File: src/hdl/gse_pkg.sv
`default_nettype none

package gse_pkg;

   localparam logic [7:0] MARK_D5 = 8'hD5;
   localparam logic [7:0] MARK_AA = 8'hAA;
   localparam logic [7:0] MARK_96 = 8'h96;
   localparam logic [7:0] MARK_AD = 8'hAD;
   localparam logic [7:0] MARK_DE = 8'hDE;
   localparam logic [7:0] GAP_FF  = 8'hFF;
   localparam logic [5:0] FORMAT_22 = 6'h22;
   localparam logic [5:0] SIDE_BIT  = 6'h20;

   localparam int unsigned SECTOR_BYTES = 512;
   localparam logic [9:0] SECTOR_LAST_BYTE = 10'(SECTOR_BYTES - 1);

   localparam logic [5:0] HEADER_LAST_POS = 6'd35;
   localparam logic [5:0] GROUP_LAST_POS  = 6'd3;
   localparam logic [5:0] CLOSE_LAST_POS  = 6'd9;

   localparam logic [7:0] GCR_MAP [64] = '{
      8'h96, 8'h97, 8'h9A, 8'h9B, 8'h9D, 8'h9E, 8'h9F, 8'hA6,
      8'hA7, 8'hAB, 8'hAC, 8'hAD, 8'hAE, 8'hAF, 8'hB2, 8'hB3,
      8'hB4, 8'hB5, 8'hB6, 8'hB7, 8'hB9, 8'hBA, 8'hBB, 8'hBC,
      8'hBD, 8'hBE, 8'hBF, 8'hCB, 8'hCD, 8'hCE, 8'hCF, 8'hD3,
      8'hD6, 8'hD7, 8'hD9, 8'hDA, 8'hDB, 8'hDC, 8'hDD, 8'hDE,
      8'hDF, 8'hE5, 8'hE6, 8'hE7, 8'hE9, 8'hEA, 8'hEB, 8'hEC,
      8'hED, 8'hEE, 8'hEF, 8'hF2, 8'hF3, 8'hF4, 8'hF5, 8'hF6,
      8'hF7, 8'hF9, 8'hFA, 8'hFB, 8'hFC, 8'hFD, 8'hFE, 8'hFF
   };

   typedef enum logic [1:0] {
      JOB_HEADER,
      JOB_GROUP,
      JOB_CLOSE
   } job_kind_type;

   // header: b0 track, b1 sector, b2 side, b3 check
   // group:  b0..b2 whitened bytes
   // close:  b0, b1 whitened bytes, b2 sum_a, b3 sum_b, b4 sum_c
   typedef struct packed {
      job_kind_type kind;
      logic [7:0]   b0;
      logic [7:0]   b1;
      logic [7:0]   b2;
      logic [7:0]   b3;
      logic [7:0]   b4;
   } job_type;

   function automatic logic [5:0] pack_top(input logic [7:0] x, input logic [7:0] y,
                                           input logic [7:0] z);
      return {x[7:6], y[7:6], z[7:6]};
   endfunction

endpackage

`default_nettype wire

File: src/hdl/gcr_sector_encoder.sv
// a request is held in an input register, then loaded as a job into job_ff; each disk byte is registered at the output
// throughput: one result per cycle while rsp_ready holds; a start request gives 36 disk bytes, a data
//    request closing a group 4, the closing byte 10, other data none
// the result emitter (one disk byte per cycle while rsp_ready holds) sets the rate
// reset: synchronous, active high; clears checksums and byte count, sets double_sided
`default_nettype none

module gcr_sector_encoder
   import gse_pkg::*;
(
   input  wire logic       clock,
   input  wire logic       reset,
   input  wire logic       csr_wr_en,
   input  wire logic       csr_wr_data,
   input  wire logic       req_valid,
   output logic            req_ready,
   input  wire logic       req_op,
   input  wire logic [7:0] req_data_byte,
   input  wire logic [6:0] req_track_number,
   input  wire logic [3:0] req_sector_number,
   input  wire logic       req_head_select,
   output logic            rsp_valid,
   input  wire logic       rsp_ready,
   output logic [7:0]      rsp_gcr_byte,
   output logic            rsp_last
);

   logic       double_sided_ff;
   logic       in_valid_ff, in_valid_in;
   logic       op_ff;
   logic [7:0] data_byte_ff;
   logic [6:0] track_number_ff;
   logic [3:0] sector_number_ff;
   logic       head_select_ff;
   logic       in_take;
   logic       job_valid;
   logic       job_ready;
   job_type    job;

   assign in_take = in_valid_ff && (job_ready || !job_valid);
   assign req_ready = !in_valid_ff || in_take;

   always_comb begin
      if (req_valid && req_ready) begin
         in_valid_in = 1'b1;
      end else if (in_take) begin
         in_valid_in = 1'b0;
      end else begin
         in_valid_in = in_valid_ff;
      end
   end

   always_ff @(posedge clock) begin
      if (reset) begin
         double_sided_ff <= 1'b1;
         in_valid_ff <= 1'b0;
      end else begin
         in_valid_ff <= in_valid_in;
         if (csr_wr_en) begin
            double_sided_ff <= csr_wr_data;
         end
      end
   end

   always_ff @(posedge clock) begin
      if (req_valid && req_ready) begin
         op_ff <= req_op;
         data_byte_ff <= req_data_byte;
         track_number_ff <= req_track_number;
         sector_number_ff <= req_sector_number;
         head_select_ff <= req_head_select;
      end
   end

   gse_csum u_csum (
      .clock         (clock),
      .reset         (reset),
      .fire          (in_take),
      .op            (op_ff),
      .data_byte     (data_byte_ff),
      .track_number  (track_number_ff),
      .sector_number (sector_number_ff),
      .head_select   (head_select_ff),
      .double_sided  (double_sided_ff),
      .job_valid     (job_valid),
      .job           (job)
   );

   gse_emit u_emit (
      .clock        (clock),
      .reset        (reset),
      .job_load     (in_take && job_valid),
      .job          (job),
      .job_ready    (job_ready),
      .rsp_valid    (rsp_valid),
      .rsp_ready    (rsp_ready),
      .rsp_gcr_byte (rsp_gcr_byte),
      .rsp_last     (rsp_last)
   );

endmodule

`default_nettype wire

File: src/hdl/gse_csum.sv
`default_nettype none

module gse_csum
   import gse_pkg::*;
(
   input  wire logic       clock,
   input  wire logic       reset,
   input  wire logic       fire,
   input  wire logic       op,
   input  wire logic [7:0] data_byte,
   input  wire logic [6:0] track_number,
   input  wire logic [3:0] sector_number,
   input  wire logic       head_select,
   input  wire logic       double_sided,
   output logic            job_valid,
   output job_type         job
);

   localparam logic [1:0] PHASE_FIRST  = 2'd0;
   localparam logic [1:0] PHASE_SECOND = 2'd1;
   localparam logic [1:0] PHASE_THIRD  = 2'd2;

   logic [8:0] sum_a_ff, sum_b_ff, sum_c_ff;
   logic [8:0] sum_a_in, sum_b_in, sum_c_in;
   logic [9:0] byte_index_ff, byte_index_in;
   logic [1:0] phase_ff, phase_in;
   logic [7:0] held_first_ff, held_first_in;
   logic [7:0] held_second_ff, held_second_in;
   logic [7:0] third;
   logic [5:0] side;
   logic [5:0] check;
   logic       in_sector;

   assign in_sector = !byte_index_ff[9];

   always_comb begin
      side = ((double_sided && head_select) ? SIDE_BIT : 6'h00) | {5'b0, track_number[6]};
      check = track_number[5:0] ^ {2'b00, sector_number} ^ side ^ FORMAT_22;

      sum_a_in = sum_a_ff;
      sum_b_in = sum_b_ff;
      sum_c_in = sum_c_ff;
      byte_index_in = byte_index_ff;
      phase_in = phase_ff;
      held_first_in = held_first_ff;
      held_second_in = held_second_ff;
      third = 8'h00;
      job_valid = 1'b0;
      job = '{kind: JOB_HEADER, b0: {2'b00, track_number[5:0]}, b1: {4'h0, sector_number},
              b2: {2'b00, side}, b3: {2'b00, check}, b4: 8'h00};

      if (!op) begin
         sum_a_in = '0;
         sum_b_in = '0;
         sum_c_in = '0;
         byte_index_in = '0;
         phase_in = PHASE_FIRST;
         job_valid = 1'b1;
      end else if (in_sector) begin
         byte_index_in = byte_index_ff + 10'd1;
         case (phase_ff)
            PHASE_FIRST: begin
               sum_a_in = {1'b0, sum_a_ff[6:0], sum_a_ff[7]};
               sum_c_in = sum_c_ff + {1'b0, data_byte} + {8'h00, sum_a_ff[7]};
               held_first_in = data_byte ^ sum_a_in[7:0];
               phase_in = PHASE_SECOND;
            end
            PHASE_SECOND: begin
               sum_b_in = sum_b_ff + {1'b0, data_byte} + {8'h00, sum_c_ff[8]};
               sum_c_in = {1'b0, sum_c_ff[7:0]};
               held_second_in = data_byte ^ sum_c_ff[7:0];
               phase_in = PHASE_THIRD;
               if (byte_index_ff == SECTOR_LAST_BYTE) begin
                  job_valid = 1'b1;
                  job = '{kind: JOB_CLOSE, b0: held_first_ff, b1: held_second_in,
                          b2: sum_a_ff[7:0], b3: sum_b_in[7:0], b4: sum_c_in[7:0]};
               end
            end
            default: begin
               sum_a_in = sum_a_ff + {1'b0, data_byte} + {8'h00, sum_b_ff[8]};
               sum_b_in = {1'b0, sum_b_ff[7:0]};
               third = data_byte ^ sum_b_ff[7:0];
               phase_in = PHASE_FIRST;
               job_valid = 1'b1;
               job = '{kind: JOB_GROUP, b0: held_first_ff, b1: held_second_ff,
                       b2: third, b3: 8'h00, b4: 8'h00};
            end
         endcase
      end
   end

   always_ff @(posedge clock) begin
      if (reset) begin
         sum_a_ff <= '0;
         sum_b_ff <= '0;
         sum_c_ff <= '0;
         byte_index_ff <= '0;
         phase_ff <= PHASE_FIRST;
      end else if (fire) begin
         sum_a_ff <= sum_a_in;
         sum_b_ff <= sum_b_in;
         sum_c_ff <= sum_c_in;
         byte_index_ff <= byte_index_in;
         phase_ff <= phase_in;
      end
   end

   always_ff @(posedge clock) begin
      if (fire) begin
         held_first_ff <= held_first_in;
         held_second_ff <= held_second_in;
      end
   end

   assert property (@(posedge clock) disable iff (reset)
      byte_index_ff <= 10'(SECTOR_BYTES))
      else $error("byte index past end of sector");

   assert property (@(posedge clock) disable iff (reset)
      byte_index_ff == 10'd0 |-> phase_ff == PHASE_FIRST)
      else $error("group phase out of step with byte index");

   assert property (@(posedge clock) disable iff (reset)
      phase_ff == PHASE_FIRST || phase_ff == PHASE_SECOND || phase_ff == PHASE_THIRD)
      else $error("illegal group phase");

endmodule

`default_nettype wire

File: src/hdl/gse_emit.sv
`default_nettype none

module gse_emit
   import gse_pkg::*;
(
   input  wire logic       clock,
   input  wire logic       reset,
   input  wire logic       job_load,
   input  wire job_type    job,
   output logic            job_ready,
   output logic            rsp_valid,
   input  wire logic       rsp_ready,
   output logic [7:0]      rsp_gcr_byte,
   output logic            rsp_last
);

   logic       busy_ff, busy_in;
   job_type    job_ff;
   logic [5:0] pos_ff, pos_in;
   logic       rsp_valid_ff, rsp_valid_in;
   logic [7:0] rsp_byte_ff;
   logic       rsp_last_ff;
   logic       advance;
   logic       final_byte;
   logic [5:0] last_pos;
   logic       use_map;
   logic [5:0] six;
   logic [7:0] raw;
   logic [7:0] out_byte;

   always_comb begin
      case (job_ff.kind)
         JOB_HEADER: last_pos = HEADER_LAST_POS;
         JOB_GROUP:  last_pos = GROUP_LAST_POS;
         default:    last_pos = CLOSE_LAST_POS;
      endcase
   end

   assign advance = busy_ff && (!rsp_valid_ff || rsp_ready);
   assign final_byte = (pos_ff == last_pos);
   assign job_ready = !busy_ff || (advance && final_byte);

   always_comb begin
      use_map = 1'b1;
      six = 6'h00;
      raw = 8'h00;
      case (job_ff.kind)
         JOB_HEADER: begin
            case (pos_ff)
               6'd0:  begin use_map = 1'b0; raw = MARK_D5; end
               6'd1:  begin use_map = 1'b0; raw = MARK_AA; end
               6'd2:  begin use_map = 1'b0; raw = MARK_96; end
               6'd3:  six = job_ff.b0[5:0];
               6'd4:  six = job_ff.b1[5:0];
               6'd5:  six = job_ff.b2[5:0];
               6'd6:  six = FORMAT_22;
               6'd7:  six = job_ff.b3[5:0];
               6'd8:  begin use_map = 1'b0; raw = MARK_DE; end
               6'd9:  begin use_map = 1'b0; raw = MARK_AA; end
               6'd10, 6'd11, 6'd12, 6'd13, 6'd14, 6'd15: begin
                  use_map = 1'b0;
                  raw = GAP_FF;
               end
               6'd16: begin use_map = 1'b0; raw = MARK_D5; end
               6'd17: begin use_map = 1'b0; raw = MARK_AA; end
               6'd18: begin use_map = 1'b0; raw = MARK_AD; end
               6'd19: six = job_ff.b1[5:0];
               default: six = 6'h00;
            endcase
         end
         JOB_GROUP: begin
            case (pos_ff)
               6'd0:    six = pack_top(job_ff.b0, job_ff.b1, job_ff.b2);
               6'd1:    six = job_ff.b0[5:0];
               6'd2:    six = job_ff.b1[5:0];
               default: six = job_ff.b2[5:0];
            endcase
         end
         default: begin
            case (pos_ff)
               6'd0:    six = pack_top(job_ff.b0, job_ff.b1, 8'h00);
               6'd1:    six = job_ff.b0[5:0];
               6'd2:    six = job_ff.b1[5:0];
               6'd3:    six = pack_top(job_ff.b4, job_ff.b3, job_ff.b2);
               6'd4:    six = job_ff.b4[5:0];
               6'd5:    six = job_ff.b3[5:0];
               6'd6:    six = job_ff.b2[5:0];
               6'd7:    begin use_map = 1'b0; raw = MARK_DE; end
               6'd8:    begin use_map = 1'b0; raw = MARK_AA; end
               default: begin use_map = 1'b0; raw = GAP_FF; end
            endcase
         end
      endcase
      out_byte = use_map ? GCR_MAP[six] : raw;
   end

   always_comb begin
      busy_in = busy_ff;
      pos_in = pos_ff;
      if (job_load) begin
         busy_in = 1'b1;
         pos_in = 6'd0;
      end else if (advance) begin
         if (final_byte) begin
            busy_in = 1'b0;
         end else begin
            pos_in = pos_ff + 6'd1;
         end
      end
      if (advance) begin
         rsp_valid_in = 1'b1;
      end else if (rsp_ready) begin
         rsp_valid_in = 1'b0;
      end else begin
         rsp_valid_in = rsp_valid_ff;
      end
   end

   always_ff @(posedge clock) begin
      if (reset) begin
         busy_ff <= 1'b0;
         pos_ff <= 6'd0;
         rsp_valid_ff <= 1'b0;
      end else begin
         busy_ff <= busy_in;
         pos_ff <= pos_in;
         rsp_valid_ff <= rsp_valid_in;
      end
   end

   always_ff @(posedge clock) begin
      if (job_load) begin
         job_ff <= job;
      end
      if (advance) begin
         rsp_byte_ff <= out_byte;
         rsp_last_ff <= final_byte;
      end
   end

   assign rsp_valid = rsp_valid_ff;
   assign rsp_gcr_byte = rsp_byte_ff;
   assign rsp_last = rsp_last_ff;

   assert property (@(posedge clock) disable iff (reset)
      busy_ff |-> pos_ff <= last_pos)
      else $error("emit position past end of job");

   assert property (@(posedge clock) disable iff (reset)
      job_load |-> !busy_ff || (advance && final_byte))
      else $error("job loaded over one still in progress");

   assert property (@(posedge clock) disable iff (reset)
      advance && final_byte && !job_load |=> !busy_ff && rsp_valid_ff && rsp_last_ff)
      else $error("job end not marked on output");

endmodule

`default_nettype wire

File: config.mk
export PLATFORM = sky130hd
export DESIGN_NAME = gcr_sector_encoder
export DESIGN_NICKNAME = d
export VERILOG_FILES = /design/src/hdl/gse_pkg.sv /design/src/hdl/gcr_sector_encoder.sv /design/src/hdl/gse_csum.sv /design/src/hdl/gse_emit.sv
export SDC_FILE = /design/constraint.sdc
export NUM_CORES = 1
export LEC_CHECK = 0
export BUFFER_PORTS_ARGS = -buffer_cell sky130_fd_sc_hd__buf_2
export CAP_MARGIN = 20
export CORE_MARGIN = 10
export CORE_UTILIZATION = 56
export DETAILED_ROUTE_END_ITERATION = 10
export HOLD_SLACK_MARGIN = 0.12
export PLACE_DENSITY = 0.87
export SETUP_SLACK_MARGIN = 0.05
export SLEW_MARGIN = 20
export SYNTH_ARGS = -nofsm -noshare
export SYNTH_HDL_FRONTEND = slang
export SYNTH_SLANG_ARGS = --single-unit
File: constraint.sdc
create_clock -name clock -period 3.1 [get_ports clock]
set_input_delay 0.31 -clock clock [delete_from_list [all_inputs] [get_ports clock]]
set_output_delay 0.31 -clock clock [all_outputs]
set_load 0.01 [all_outputs]
==> metrics.md, run 1 <==
| Metric | Value |
|---|---|
| Tot Pwr | `4.78 mW` |
| Startpoint types | `flop` |
| Reg2reg start | `u_emit.pos_ff[1]` |
| Layout cells sized above 1 | `0.216` |
| Top-area cell type share of the netlist area | `0.335` |
| Highest clock rate | `325 MHz` |
| Site Rows | `43` |
| CP Max Fanout | `13` |
| Synth area leader | `edfxtp_1` |
| WL met3 | `2.04 mm` |
| # IOs | `38` |
| Post-Synthesis Cells | `783` |
| Vias | `7007` |
| Max-cap violations | `0` |
| Worst slew margin | `0.489` |
| CTS tree | `built` |
| DRT Pass-1 Iters | `10` |
| Synth Register Bits | `136` |
| CTS Root Cell | `clkbuf_16` |
| RePlAce Congestion | `1.09` |
| Synth async-reset ratio | `0` |
| Initial core utilization | `0.570` |
| Die area | `19200 sq um` |
| Clock slew at reported path FFs | `0.06 ns` |
| Vias per std cell | `6.38` |
| RSZ-0062 raised after global routing | `true` |
| Post-synth EDFFs | `88` |
| Hpwl dp | `15.9 mm` |
| Multi-input logic area | `4090 sq um` |
| Status | `finished clean` |
| Routed length on met1 | `8.89 mm` |
| Syn_nets | `849` |
| First-pass GRT wire length | `36.5 mm` |
| Worst path slowest cell | `dfxtp_4` |
| Worst Hold Class | `input pin to flop` |
| H-tree level count | `4` |
| Period utilization | `0.994` |
| Worst EP arrival | `3.25 ns` |
| Final net count | `971` |
| Clock power frac | `0.428` |
| Combinational fraction of design power | `0.141` |
| Synth area leaders | `edfxtp_1 34%, dfxtp_1 12%, ha_1 5.2%` |
| Congestion Overflow GR | `0` |
| Largest net degree at the start of global routing | `43` |
| CP peak stage delay | `0.41 ns` |
| R2R Setup Slk | `0.02 ns` |
| Int Pwr | `3.52 mW` |
| Synthesis-to-finish area growth | `24.3%` |
| Avg Inst Size Synth | `10.1 sq um` |
| Req. time, crit path | `3.27 ns` |
| Core footprint | `13800 sq um` |
| Setup violations, final | `0` |
| Reg power frac | `0.431` |
| Initial DRC Count | `1141` |
| Register Area | `3610 sq um` |
| Switching share of total power | `0.264` |
| Power Dens Cells | `488 nW/um^2` |
| DR DRC count | `0` |
| Final ANT Viol Nets | `0` |
| Post-synthesis sequential area ratio | `0.457` |
| Hold path start | `csr_wr_data` |
| Final Critical Period | `3.08 ns` |
| # diodes | `0` |
| Detail Route met2 WL | `11.1 mm` |
| Placed instance area | `8750 sq um` |
| Synthesized area | `7880 sq um` |
| Port Buf Inserts | `37` |
| Cells along the critical path | `inv_4 -> ha_4 -> buf_12 -> a221o_1 -> a32oi_1 -> a21oi_1 -> a221o_1 -> buf_4 -> ha_4 -> o22a_1 -> o221a_1 -> a211o_1` |
| Critical path class | `flop to flop` |
| Finished layout cell area | `9790 sq um` |
| Maximum VDD drop | `0.386 mV` |
| Total clock buffers created by CTS | `17` |
| Initial antenna violation count | `0` |
| Critical Path Sink Type | `flop` |
| Switching power | `1.26 mW` |
| Cells on worst reg2reg path | `12` |
| Worst-Skew Late Latency | `0.42 ns` |
| Top Metal Used | `met4` |
| Measured slew at the worst slew-check pin | `0.766 ns` |
| Maximum root-to-sink buffer count | `2` |
| Top_reg_cell synth | `edfxtp_1` |
| Yosys Warn Count | `0` |
| CTS sink count | `136` |
| Worst R2R End | `u_emit.rsp_gcr_byte[0]` |
| Final hold violation count | `0` |
| Slew Viols, Final | `0` |
| Yosys cell types | `83` |
| Clock skew | `0.00967 ns` |
| Drt total wl | `23.1 mm` |
| Lkg Pwr | `3.89 nW` |
| Hold endpoint | `double_sided_ff` |
| Die X-Extent | `139 microns` |
| DR WL/cell | `21.0 microns` |
| Hold Path Stages | `3` |
| Vias in the first global route | `6885` |
| Gr usage total | `0.232` |
| Final-layout fill cell count | `954` |
| Die Ht | `139 microns` |
-- worst max path at each step --
stage	from	end	slack (ns)	cells after the start
floorplan	u_emit.pos_ff[1]	u_emit.rsp_gcr_byte[0]	0.05	14
global placement	u_emit.pos_ff[0]	u_emit.rsp_gcr_byte[0]	0.06	11
detailed placement	u_emit.pos_ff[0]	u_emit.rsp_gcr_byte[2]	-0.009	13
CTS	u_emit.pos_ff[1]	u_emit.rsp_gcr_byte[0]	0.06	12
global route	u_emit.pos_ff[0]	u_emit.rsp_gcr_byte[5]	-0.06	13
finish	u_emit.pos_ff[1]	u_emit.rsp_gcr_byte[0]	0.02	12
-- critical path: cells and delay by family (launching register included) --
kind            cells  cell delay, ns
compound gates      7            1.57
fa+ha+maj           2            0.44
buf+inv             3            0.40
flops               1            0.41
-- flip-flops by register name, summed over array words and instances (netlist names), 6 cells and up --
| signal | flops |
|---|---|
| u_emit.job_ff | 42 |
| u_csum.held_first_ff | 8 |
| u_csum.sum_b_ff | 9 |
| u_csum.held_second_ff | 8 |
| u_csum.byte_index_ff | 10 |
| u_emit.pos_ff | 6 |
| u_csum.sum_a_ff | 8 |
| u_csum.sum_c_ff | 9 |
| track_number_ff | 7 |
| data_byte_ff | 8 |
| u_emit.rsp_gcr_byte | 8 |
-- power by group through the flow --
stage | logic [mW] | clock network [mW] | registers (mW)
global placement | 0.600 | 0 | 2.09
global route | 0.732 | 2.15 | 2.06
CTS | 0.644 | 2.05 | 2.06
finish | 0.674 | 2.04 | 2.06
detailed placement | 0.609 | 0 | 2.09
floorplan | 0.407 | 0 | 2.07
-- logic make-up (layout without fill, tap and decap cells) --
logic type,Yosys count,in the layout,share of synthesized area
AO/OA/AOI/OAI,243,243,0.228
AND/OR/NAND/NOR,238,238,0.148
flip-flops,136,136,0.457
buffers and inverters,76,211,0.0411
XOR/XNOR,43,43,0.0478
adder cells (fa/ha/maj),39,39,0.0676
multiplexers,7,7,0.00889
other,1,1,0.000476
-- cell usage after synthesis, types with 4 or more instances --
cell	number
o22ai_1	6
a32oi_1	5
o21ai_0	29
nor2_1	68
o31ai_1	8
a21oi_1	47
and3b_1	4
a211o_1	6
and3_1	5
nand2b_1	14
o21bai_1	6
nand2_1	69
a31oi_1	13
mux2i_1	7
xor2_1	25
o211ai_1	7
a21o_1	11
dfxtp_1	48
a221o_1	5
ha_1	33
buf_2	10
nor3_1	14
a22oi_1	15
edfxtp_1	88
a22o_1	20
nor2b_1	9
xnor2_1	18
a222oi_1	20
fa_1	6
nand3_1	15
and2_1	16
a221oi_1	5
inv_1	38
clkbuf_1	20
-- layout make-up --
type / instances / area share
clock inverter: 13 / 0.0166
inverter: 40 / 0.0167
tap: 180 / 0.0230
sequential: 136 / 0.369
clock buffer: 19 / 0.0442
multi-input combinational: 571 / 0.417
timing repair buffer: 139 / 0.113
-- repair_timing --
item	CTS	global route
pin swaps	3	8
resized for setup	6	18
setup buffers	4	10
hold buffers	21	0
setup endpoints to repair	3	18
hold endpoints to repair	21	0
gates cloned	0	1
-- per-stage QoR --
step,hold slack (ns),std cells,setup WS [ns],util,TNS [ns]
after global placement,0.443,1030,0.0587,0.633,0
after CTS,0.135,1087,0.0649,0.696,0
after detailed placement,0.465,1030,-0.00860,0.633,-0.00860
after global routing,0.167,1098,-0.0649,0.708,-0.184
after floorplan,0.409,783,0.0529,-,0
final,0.166,1098,0.0193,0.708,0
-- routing by layer --
metal  vias to the layer above  global-route usage
met4                         0               0.108
met1                      3308               0.281
met3                        95              0.0647
met2                       401               0.377
li1                       3203                   -
met5                         -                   0
-- cells in the final DEF (no fill, tap or decap), drive strengths merged, types with 21 or more instances in the layout --
master       count
o21ai           32
dlygate4sd3     21
a21oi           48
xor2            25
edfxtp          88
inv             43
nor2            71
nand2           70
ha              33
buf            117
dfxtp           48
Power figures use the tool's default switching activity.
==> inputs of run 2 (changes only) <==
--- a/config.mk
+++ b/config.mk
@@ -5,13 +5,14 @@
 export SDC_FILE = /design/constraint.sdc
 export NUM_CORES = 1
 export LEC_CHECK = 0
+export ABC_AREA = 1
 export BUFFER_PORTS_ARGS = -buffer_cell sky130_fd_sc_hd__buf_2
 export CAP_MARGIN = 20
 export CORE_MARGIN = 10
-export CORE_UTILIZATION = 56
+export CORE_UTILIZATION = 57
 export DETAILED_ROUTE_END_ITERATION = 10
 export HOLD_SLACK_MARGIN = 0.12
-export PLACE_DENSITY = 0.87
+export PLACE_DENSITY = 0.88
 export SETUP_SLACK_MARGIN = 0.05
 export SLEW_MARGIN = 20
 export SYNTH_ARGS = -nofsm -noshare
==> run 2 against run 1 <==
Against the previous run: global-route usage is 0.69 points higher; via count is 13% higher; hold slack better by 0.0044 ns; critical endpoint is now u_emit.rsp_gcr_byte[3]; largest cell class unchanged; highest routed layer unchanged.
==> metrics.md, run 2 <==
| Metric | Value |
|---|---|
| Clock slew at reported path FFs | `0.06 ns (about the same)` |
| Die area | `20500 sq um (+6.6%)` |
| Status | `finished clean` |
| Synth area leader | `edfxtp_1` |
| Yosys Warn Count | `0 (unchanged)` |
| Register Area | `3600 sq um (-0.24%)` |
| Initial DRC Count | `787 (-31%)` |
| Final cell count without fillers | `1341 (+22%)` |
| Max-cap violations | `0 (unchanged)` |
| Highest clock rate | `356 MHz (+9.8%)` |
| Initial antenna violation count | `0 (unchanged)` |
| Final net count | `1210 (+25%)` |
| Worst EP arrival | `2.97 ns (-0.28 ns)` |
| Post-synth top cells | `280 x nand2_1, 102 x inv_1, 88 x edfxtp_1` |
| CTS tree | `built` |
| Grt peak-use layer | `met2` |
| Met2 usage | `0.421 (+0.0441)` |
| Total clock buffers created by CTS | `17 (unchanged)` |
| CTS Root Cell | `clkbuf_16` |
| Setup TNS | `0 ns (unchanged)` |
| Yosys cell types | `57 (-31%)` |
| H-tree level count | `4 (unchanged)` |
| Critical path class | `flop to flop` |
| RSZ-0062 raised after global routing | `false` |
| DR WL/cell | `18.0 microns (-14%)` |
| Measured slew at the worst slew-check pin | `0.818 ns (+0.0519 ns)` |
| Synthesized area | `8640 sq um (+9.7%)` |
| Largest register FFs | `42 (unchanged)` |
| Post-Synthesis Cells | `1073 (+37%)` |
| Gr usage total | `0.239 (+0.00685)` |
| RePlAce Congestion | `1.03 (-5.8%)` |
| Post-synthesis sequential area ratio | `0.417 (-0.0404)` |
| Die Ht | `143 microns (+3.3%)` |
| Hold slack | `0.170 ns (+0.00439 ns)` |
| Most common cell after layout, fill and taps aside | `nand2_1` |
| Worst Hold Class | `input pin to flop` |
| DRT Pass-1 Iters | `6 (-4)` |
| Die X-Extent | `143 microns (+3.3%)` |
| Placed Cells | `1286 (+25%)` |
| Critical Path Source | `u_emit.pos_ff[1]` |
| Syn_nets | `1139 (+34%)` |
| Port Buf Inserts | `37 (unchanged)` |
| Synthesis-to-finish area growth | `14.8%` |
| Period utilization | `0.905 (-0.0887)` |
| Top-count cell post-synth | `nand2_1` |
| Commonest cells after routing, fill and taps aside | `280 x nand2_1, 102 x inv_1, 88 x edfxtp_1` |
| Placed instance area | `9020 sq um (+3.0%)` |
| Post-synth EDFFs | `88 (unchanged)` |
| Multi-input logic area | `4420 sq um (+8.1%)` |
| CTS sink count | `136 (unchanged)` |
| Final Critical Period | `2.81 ns (-0.275 ns)` |
| Top_reg_cell synth | `edfxtp_1` |
| Maximum root-to-sink buffer count | `2 (unchanged)` |
| Maximum VDD drop | `0.386 mV (+0.10%)` |
| CP Max Fanout | `9 (-4)` |
| Final ANT Viol Nets | `0 (unchanged)` |
| First-pass GRT wire length | `38.8 mm (+6.3%)` |
| Power Dens Cells | `483 nW/um^2 (-1.1%)` |
| Top-area cell type share of the netlist area | `0.306 (-0.0296)` |
| Congestion Overflow GR | `0 (unchanged)` |
| Critical Path Sink Type | `flop` |
| DR DRC count | `0 (unchanged)` |
| Synth async-reset ratio | `0 (unchanged)` |
| Worst slew margin | `0.454 (-0.0352)` |
| Lkg Pwr | `4.21 nW (+8.1%)` |
| Vias | `7906 (+13%)` |
| Vias in the first global route | `7676 (+11%)` |
| Final-layout fill cell count | `1140 (+19%)` |
| Setup violations, final | `0 (unchanged)` |
| Synth area leaders | `edfxtp_1 31%, nand2_1 12%, dfxtp_1 11%` |
| Finished layout cell area | `9920 sq um (+1.3%)` |
| Vias per std cell | `5.90 (-7.6%)` |
| Post-Route Utilization | `0.675 (-0.0336)` |
| GR Util met3 | `0.0362 (-0.0286)` |
| Startpoint types | `flop` |
| Met1 Usage GRT | `0.270 (-0.0103)` |
| Reg2reg start | `u_emit.pos_ff[1]` |
| Biggest regs | `u_emit.job_ff (42), u_csum.byte_index_ff (10)` |
| # diodes | `0 (unchanged)` |
| Site Rows | `44 (+2.3%)` |
| Final hold violation count | `0 (unchanged)` |
| Req. time, crit path | `3.27 ns (about the same)` |
| Largest net degree at the start of global routing | `43 (unchanged)` |
| # IOs | `38 (unchanged)` |
| Slew Viols, Final | `0 (unchanged)` |
| Avg Inst Size Synth | `8.06 sq um (-20%)` |
| Core footprint | `14700 sq um (+6.3%)` |
| Hold path start | `req_valid` |
| Drt total wl | `24.1 mm (+4.5%)` |
| Post-route worst setup slack | `0.294 ns (+0.275 ns)` |
| Layout cells sized above 1 | `0.161 (-0.0549)` |
| Tot Pwr | `4.79 mW (+0.16%)` |
| Clock skew | `0.00907 ns (-0.000600 ns)` |
| Hpwl dp | `17.2 mm (+8.4%)` |
| Synth Register Bits | `136 (unchanged)` |
| Worst-Skew Late Latency | `0.43 ns (about the same)` |
| Setup WS pre-CTS | `0.0928 ns (+0.101 ns)` |
| Biggest register | `u_emit.job_ff` |
| Initial core utilization | `0.588 (+0.0181)` |
## run 2: cell count changes after synthesis, moves of 15 or more
cell / before / now
a222oi_1: 20 / 0
nand2_2: 1 / 16
a21oi_1: 47 / 76
nor2_1: 68 / 86
a22o_1: 20 / 1
inv_1: 38 / 102
nand4_1: 3 / 18
nand3_1: 15 / 78
inv_2: 1 / 16
nand2_1: 69 / 280
## run 2: worst paths after layout
check                                              end  slack (ns)  depth (start not counted)
worst max-delay path            u_emit.rsp_gcr_byte[3]        0.29                         14
worst min-delay path                       in_valid_ff        0.17                          3
worst max register to register  u_emit.rsp_gcr_byte[3]        0.29                         14
worst min register to register      u_csum.sum_b_ff[7]        0.48                          2
## run 2: report_power, final
part	switching [mW]	internal (mW)
clock network	0.817	1.40
registers	0.0551	2.00
logic	0.332	0.186
total	1.20	3.58
## run 2: timing repair
action                                 4_1_cts  5_1_grt
setup buffers                                0        0
gates resized for setup                      0        7
endpoints found under the hold margin       22        0
setup endpoints to repair                    0        6
hold buffers                                23        0
## run 2: layout make-up
class                      instances  share of cell area
tap                              184              0.0232
clock buffer                      19              0.0457
clock inverter                    13              0.0193
timing repair buffer              78              0.0568
inverter                         122              0.0463
multi-input combinational        789               0.445
sequential                       136               0.363
## run 2: critical path, cell delays in order (launching register included)
cell,delay (ns)
dfxtp_1,0.41
inv_1,0.12
ha_2,0.27
o211ai_4,0.28
nand2_4,0.10
or2_0,0.21
nand3_1,0.10
nand3_2,0.13
inv_2,0.14
ha_1,0.25
inv_1,0.09
o21ai_1,0.19
nand3_1,0.10
nand3_1,0.11
a21oi_2,0.06
## run 2: cell families (layout without fill, tap and decap cells)
logic type	Yosys count	in the layout	synth area share
simple gates	547	547	0.300
xor+xnor	28	28	0.0284
fa+ha+maj	39	39	0.0617
buf+inv	148	232	0.0753
flops	136	136	0.417
compound gates	174	174	0.118
other cells	1	1	0.000434
## run 2: per-layer routing
| layer | part of all wire | vias up |
|---|---|---|
| met5 | 0 | - |
| met4 | 0.052 | 0 |
| met3 | 0.060 | 104 |
| met2 | 0.50 | 393 |
| met1 | 0.39 | 3673 |
| li1 | - | 3736 |
